==> src/sv/c2dvcc_pkg.sv <==
// package for the 2d valid cross-correlation core
// types, opcodes, register indices and size limits; no dependencies
`timescale 1ns / 1ps
package c2dvcc_pkg;

  // size limits of the line store and the kernel
  localparam int MAX_KERNEL = 5;
  localparam int MAX_WIDTH  = 256;

  localparam logic [1:0] OP_WEIGHT  = 2'd0;
  localparam logic [1:0] OP_PIXEL   = 2'd1;
  localparam logic [1:0] OP_RESTART = 2'd2;
  localparam logic [1:0] OP_UNUSED  = 2'd3;  // reserved, ignored

  localparam logic [1:0] REG_WIDTH  = 2'd0;
  localparam logic [1:0] REG_KERNEL = 2'd1;
  localparam logic [1:0] REG_BIAS   = 2'd2;

  typedef struct packed {
    logic [1:0]  opcode;
    logic signed [15:0] data_value;
    logic [4:0]  weight_index;
  } in_item_t;

  typedef struct packed {
    logic signed [31:0] result_value;
    logic [7:0]  out_row;
    logic [7:0]  out_col;
    logic        frame_last;
    logic        saturated;
  } out_item_t;

  typedef struct packed {
    logic [1:0]  index;
    logic [31:0] data;
  } cfg_item_t;

  // controller to datapath
  typedef struct packed {
    logic start;   // latch a pixel window job
    logic step;    // one multiply-accumulate tap
    logic finish;  // saturate and load the output register
  } dp_cmd_t;

  // datapath to controller
  typedef struct packed {
    logic emit;     // accepted pixel completes a window
    logic tap_last; // current tap is the final one
  } dp_sts_t;

endpackage

==> src/sv/c2dvcc_ctrl.sv <==
// controller fsm for the cross-correlation core
// depends on c2dvcc_pkg
`timescale 1ns / 1ps
module c2dvcc_ctrl (
  input  logic                clk_i,
  input  logic                rst_ni,
  input  logic                in_valid_i,
  output logic                in_ready_o,
  input  logic                out_busy_i,
  input  c2dvcc_pkg::dp_sts_t sts_i,
  output c2dvcc_pkg::dp_cmd_t cmd_o
);

  typedef enum logic [2:0] {
    ST_IDLE = 3'b001,
    ST_MAC  = 3'b010,
    ST_DONE = 3'b100
  } state_e;

  state_e state_q, state_d;

  always_comb begin
    state_d    = state_q;
    in_ready_o = 1'b0;
    cmd_o      = '0;
    case (state_q)
      ST_IDLE: begin
        in_ready_o = 1'b1;
        if (in_valid_i) begin
          cmd_o.start = 1'b1;
          if (sts_i.emit) state_d = ST_MAC;
        end
      end
      ST_MAC: begin
        cmd_o.step = 1'b1;
        if (sts_i.tap_last) state_d = ST_DONE;
      end
      ST_DONE: begin
        if (!out_busy_i) begin
          cmd_o.finish = 1'b1;
          state_d      = ST_IDLE;
        end
      end
      default: state_d = ST_IDLE;
    endcase
  end

  always_ff @(posedge clk_i or negedge rst_ni) begin
    if (!rst_ni) begin
      state_q <= ST_IDLE;
    end else begin
      state_q <= state_d;
    end
  end

endmodule

==> config.mk <==
export PLATFORM = sky130hd
export DESIGN_NAME = c2dvcc_ctrl
export DESIGN_NICKNAME = d
export VERILOG_FILES = /design/src/sv/c2dvcc_pkg.sv /design/src/sv/c2dvcc_ctrl.sv
export SDC_FILE = /design/constraint.sdc
export NUM_CORES = 1
export LEC_CHECK = 0
export ABC_CLOCK_PERIOD_IN_PS = 1100
export BUFFER_PORTS_ARGS = -buffer_cell sky130_fd_sc_hd__buf_2
export CAP_MARGIN = 10
export CORE_AREA = 5 5 42 44
export DETAILED_ROUTE_END_ITERATION = 10
export DIE_AREA = 0 0 47 49
export PLACE_DENSITY = 0.4
export SYNTH_ARGS = -nofsm -noshare
export SYNTH_HDL_FRONTEND = slang
export SYNTH_SLANG_ARGS = --single-unit
==> constraint.sdc <==
create_clock -name clk_i -period 1.1 [get_ports clk_i]
set_input_delay 0.22 -clock clk_i [delete_from_list [all_inputs] [get_ports clk_i]]
set_output_delay 0.22 -clock clk_i [all_outputs]
set_load 0.02 [all_outputs]
# == After elaboration in Yosys (flattened, before gate mapping) ==
# Cells that the tools add are included.
# totals
regBits,3
latchBits,0
ramBits,0
mem_bits_ro,0
in_bits,6
out_inout_bits,4
word_cells,20
n_memories,0
# classes
add_sub_neg,0
multipliers,0
n_div,0
order_cmp,0
eq_ne,7
shift,0
n_mux,11
bitwise_logic,0
reduce_logical,1
# op_table
op,count
3-bit 2-to-1 mux,4
3-bit case mux with 3 select lines,1
"2-bit inequality test, second input constant",4
1-bit 2-to-1 mux,6
4-bit AND reduction,1
"3-bit by 1-bit == test with 1-bit output, second input constant",1
"3-bit by 2-bit == test with 1-bit output, second input constant",1
"3-bit == test, second input constant",1

# == Longest topological paths before layout ==
# depth
ltp_word,3
ltp_mapped,2
depth_no_buf,2

# == Worst setup path after synthesis ==
# No wires, ideal clock.
# synth_timing
path_kind,register to output
startpoint,register state_q[0]
endpoint,output port cmd_o[2] (netlist name)
t_arrival_ps,1236
slack_ps,-356
path_stages_with_launch,3
n_path_buf,0
cell_sequence,dfstp_2 > nor3b_2 > and2_1
# synth_rtl
item,line_no,rtl
from (decl),c2dvcc_ctrl.sv:20,"state_e state_q, state_d;"
from (signal assigned),c2dvcc_ctrl.sv:52,state_q <= state_d;
to (decl),c2dvcc_ctrl.sv:11,output c2dvcc_pkg::dp_cmd_t cmd_o

==> flow_summary_export.csv <==
group,metric,value,unit
setup_path,cp_data_arrival_time,1250,ps
timing,finClkSkew,4.54,ps
yosys,avgSynthCellArea,11.0,um2
yosys,synth-seq-cells,3,
timing,layout_setup_ws,-367,ps
route,routedWlPerCell,12.2,um
timing,fin_crit,1470,ps
route,vias,200,
cells_and_area,largestRegisters,"state_q x3",
global_routing,grt-ovfl-total,0,
placement,port_buffers,9,
power_and_ir_drop,ir_drop,0.000294,V
cells_and_area,fillCellCount,156,
timing,fin_crit_sh,133,%
timing,hold_viol_final,0,
yosys,yosysUniqueCellTypes,13,
route,antenna_left,0,
floorplan,rows,14,
setup_path,critical_path.max_stage_delay,530,ps
route,routed_via_density,4.08,
timing,maxSlewViolCount,0,
global_routing,grt_pass1_vias,210,
timing,slew_headroom,84.2,%
floorplan,die_h,49,um
cells_and_area,register_area,78.8,um2
floorplan,io_pins,10,
clock_tree,cts_num_sinks,3,
route,first_pass_iters,4,
cells_and_area,top_register,"state_q",
yosys,seq_area_frac_synth,40.7,%
setup_path,critical_path.max_fanout,2,
timing,grt_setup_unrepaired,"true",
setup_path,path_delay_family,"flip-flops",
run_status,violations,"negative setup slack",
floorplan,die_area,2300,um2
clock_tree,cts_buffer_depth,2,
placement,gp_congestion,0.623,
timing,setup_viol,6,
min_path,hp-class,"in2reg",
setup_path,crit_type,"reg2out",
clock_tree,cts_root_buf,"clkbuf_4",
yosys,yosys-top-cells-area,"dfrtp_1, dfstp_2, nand3b_1",
floorplan,initial_core_util,13.4,%
power_and_ir_drop,total_power,0.477,mW
setup_path,required,880,ps
cells_and_area,largest_register_ffs,3,
yosys,yosys_warnings,0,
yosys,yosysTopAreaCell,"dfrtp_1",
setup_path,cp_slowest_cell,"dfstp_2",
floorplan,core_area,1400,um2
setup_path,cp-start-kind,"flop",
global_routing,grt_max_degree,9,
timing,worst_pin_slew,235,ps
route,totalWireLength,596,um
global_routing,grt_pass1_wl,931,um
clock_tree,cts_tree,"yes",
flow_run,maxCapViolCount,0,
clock_tree,path_clk_slew,40,ps
clock_tree,cts_max_level,1,
power_and_ir_drop,p_leak,0.141,nW
clock_tree,clock_latency,240,ps
route,drt_iter0_drc,4,
setup_path,crit_chain,"nor3b_4, and2_4, buf_6",
clock_tree,numCtsBuffers,3,
yosys,synth_fp_nets,23,
yosys,syn_area,188,um2
floorplan,die_width,47,um
cells_and_area,area_growth_syn_to_layout,86.0,%
global_routing,grt.total_usage,6.62,%
route,drc,0,
placement,hpwl,391,um
yosys,syn_inst,17,
setup_path,crit_buf_inv,1,
power_and_ir_drop,power_density,1370,nW/um2
setup_path,endpoint_kind,"output pin",
yosys,netlist.area_leader.share,26.7,%
cells_and_area,multiInputGateArea,129,um2
run_status,status,"finished with violations",
cells_and_area,nNetsFinal,40,
timing,holdWs,260,ps
cells_and_area,drive_gt1_share,72.7,%
cells_and_area,layout_common_cells,"buf_2, buf_4, clkbuf_4",
global_routing,antenna_found_initial,0,
timing,fmax,0.682,GHz
cells_and_area,diodes,0,
-- layer usage --
metal,share of wire [%],vias to the layer above,global-route usage [%]
li1,-,96,-
met1,33,98,5.05
met2,61,4,9.28
met3,1.2,2,2.21
met4,4.5,0,11.1
met5,0,-,0
-- worst paths after layout --
path / slack [ps] / from / end / cells after the start
setup reg to reg: -60 / state_q[0] / state_q[0] / 3
hold / removal: 260 / sts_i[0] / state_q[1] / 3
setup / recovery: -370 / state_q[0] / cmd_o[2] / 3
min in group asynchronous: 310 / rst_ni / state_q[1] / 2
max in group asynchronous: 600 / rst_ni / state_q[0] / 2
hold reg to reg: 540 / state_q[2] / state_q[1] / 1
-- cells in the mapped netlist --
| cell type | count |
|---|---|
| nor3b_1 | 1 |
| a21oi_1 | 2 |
| buf_4 | 1 |
| nor3b_2 | 1 |
| and4bb_2 | 1 |
| a211oi_1 | 1 |
| nand3b_1 | 2 |
| or3b_1 | 1 |
| and2_1 | 2 |
| dfstp_2 | 1 |
| nor4b_1 | 1 |
| nand4b_1 | 1 |
| dfrtp_1 | 2 |
-- stage by stage --
step	area (um2)	TNS, ps	setup WS, ps	util, %	std cells
global placement	268	-461	-144	19.1	42
floorplan	203	-311	-240	-	17
CTS	328	-1470	-372	23.4	48
global route	349	-1730	-409	24.9	49
finish	349	-1390	-367	24.9	49
detailed placement	268	-441	-148	19.1	42
-- worst min-delay path: cells and delay by family --
kind	cells	cell delay (ps)
buf+inv	1	90
compound gates	1	60
simple gates	1	100
-- power by group --
| part | internal, mW | leakage [nW] | total, mW | switching [mW] |
|---|---|---|---|---|
| clock | 0.137 | 0.0150 | 0.207 | 0.0699 |
| combinational | 0.0800 | 0.0918 | 0.135 | 0.0549 |
| sequential | 0.123 | 0.0346 | 0.136 | 0.0128 |
-- logic make-up (layout without fill, tap and decap cells) --
logic type	count (synthesis)	count (layout)	synth area share, %
AND/OR/NAND/NOR	10	10	46.0
AO/OA/AOI/OAI	3	3	9.34
buffers and inverters	1	17	4.00
flip-flops	3	3	40.7
-- area by class of cell --
| cell class | count | share of cell area, % |
|---|---|---|
| Clock buffer | 4 | 7.53 |
| Multi-Input combinational cell | 13 | 36.9 |
| Sequential cell | 3 | 22.6 |
| Tap cell | 16 | 5.73 |
| Timing Repair Buffer | 13 | 27.2 |
-- repair_timing --
action                     4_1_cts  5_1_grt
hold buffers                     1        0
pin swaps                        2        2
hold endpoints to repair         3        0
gates resized for setup          6        4
gates cloned                     0        0
setup endpoints to repair        5        6
buffers inserted                 1        1
No activity file was read; power rests on OpenSTA's default activity.
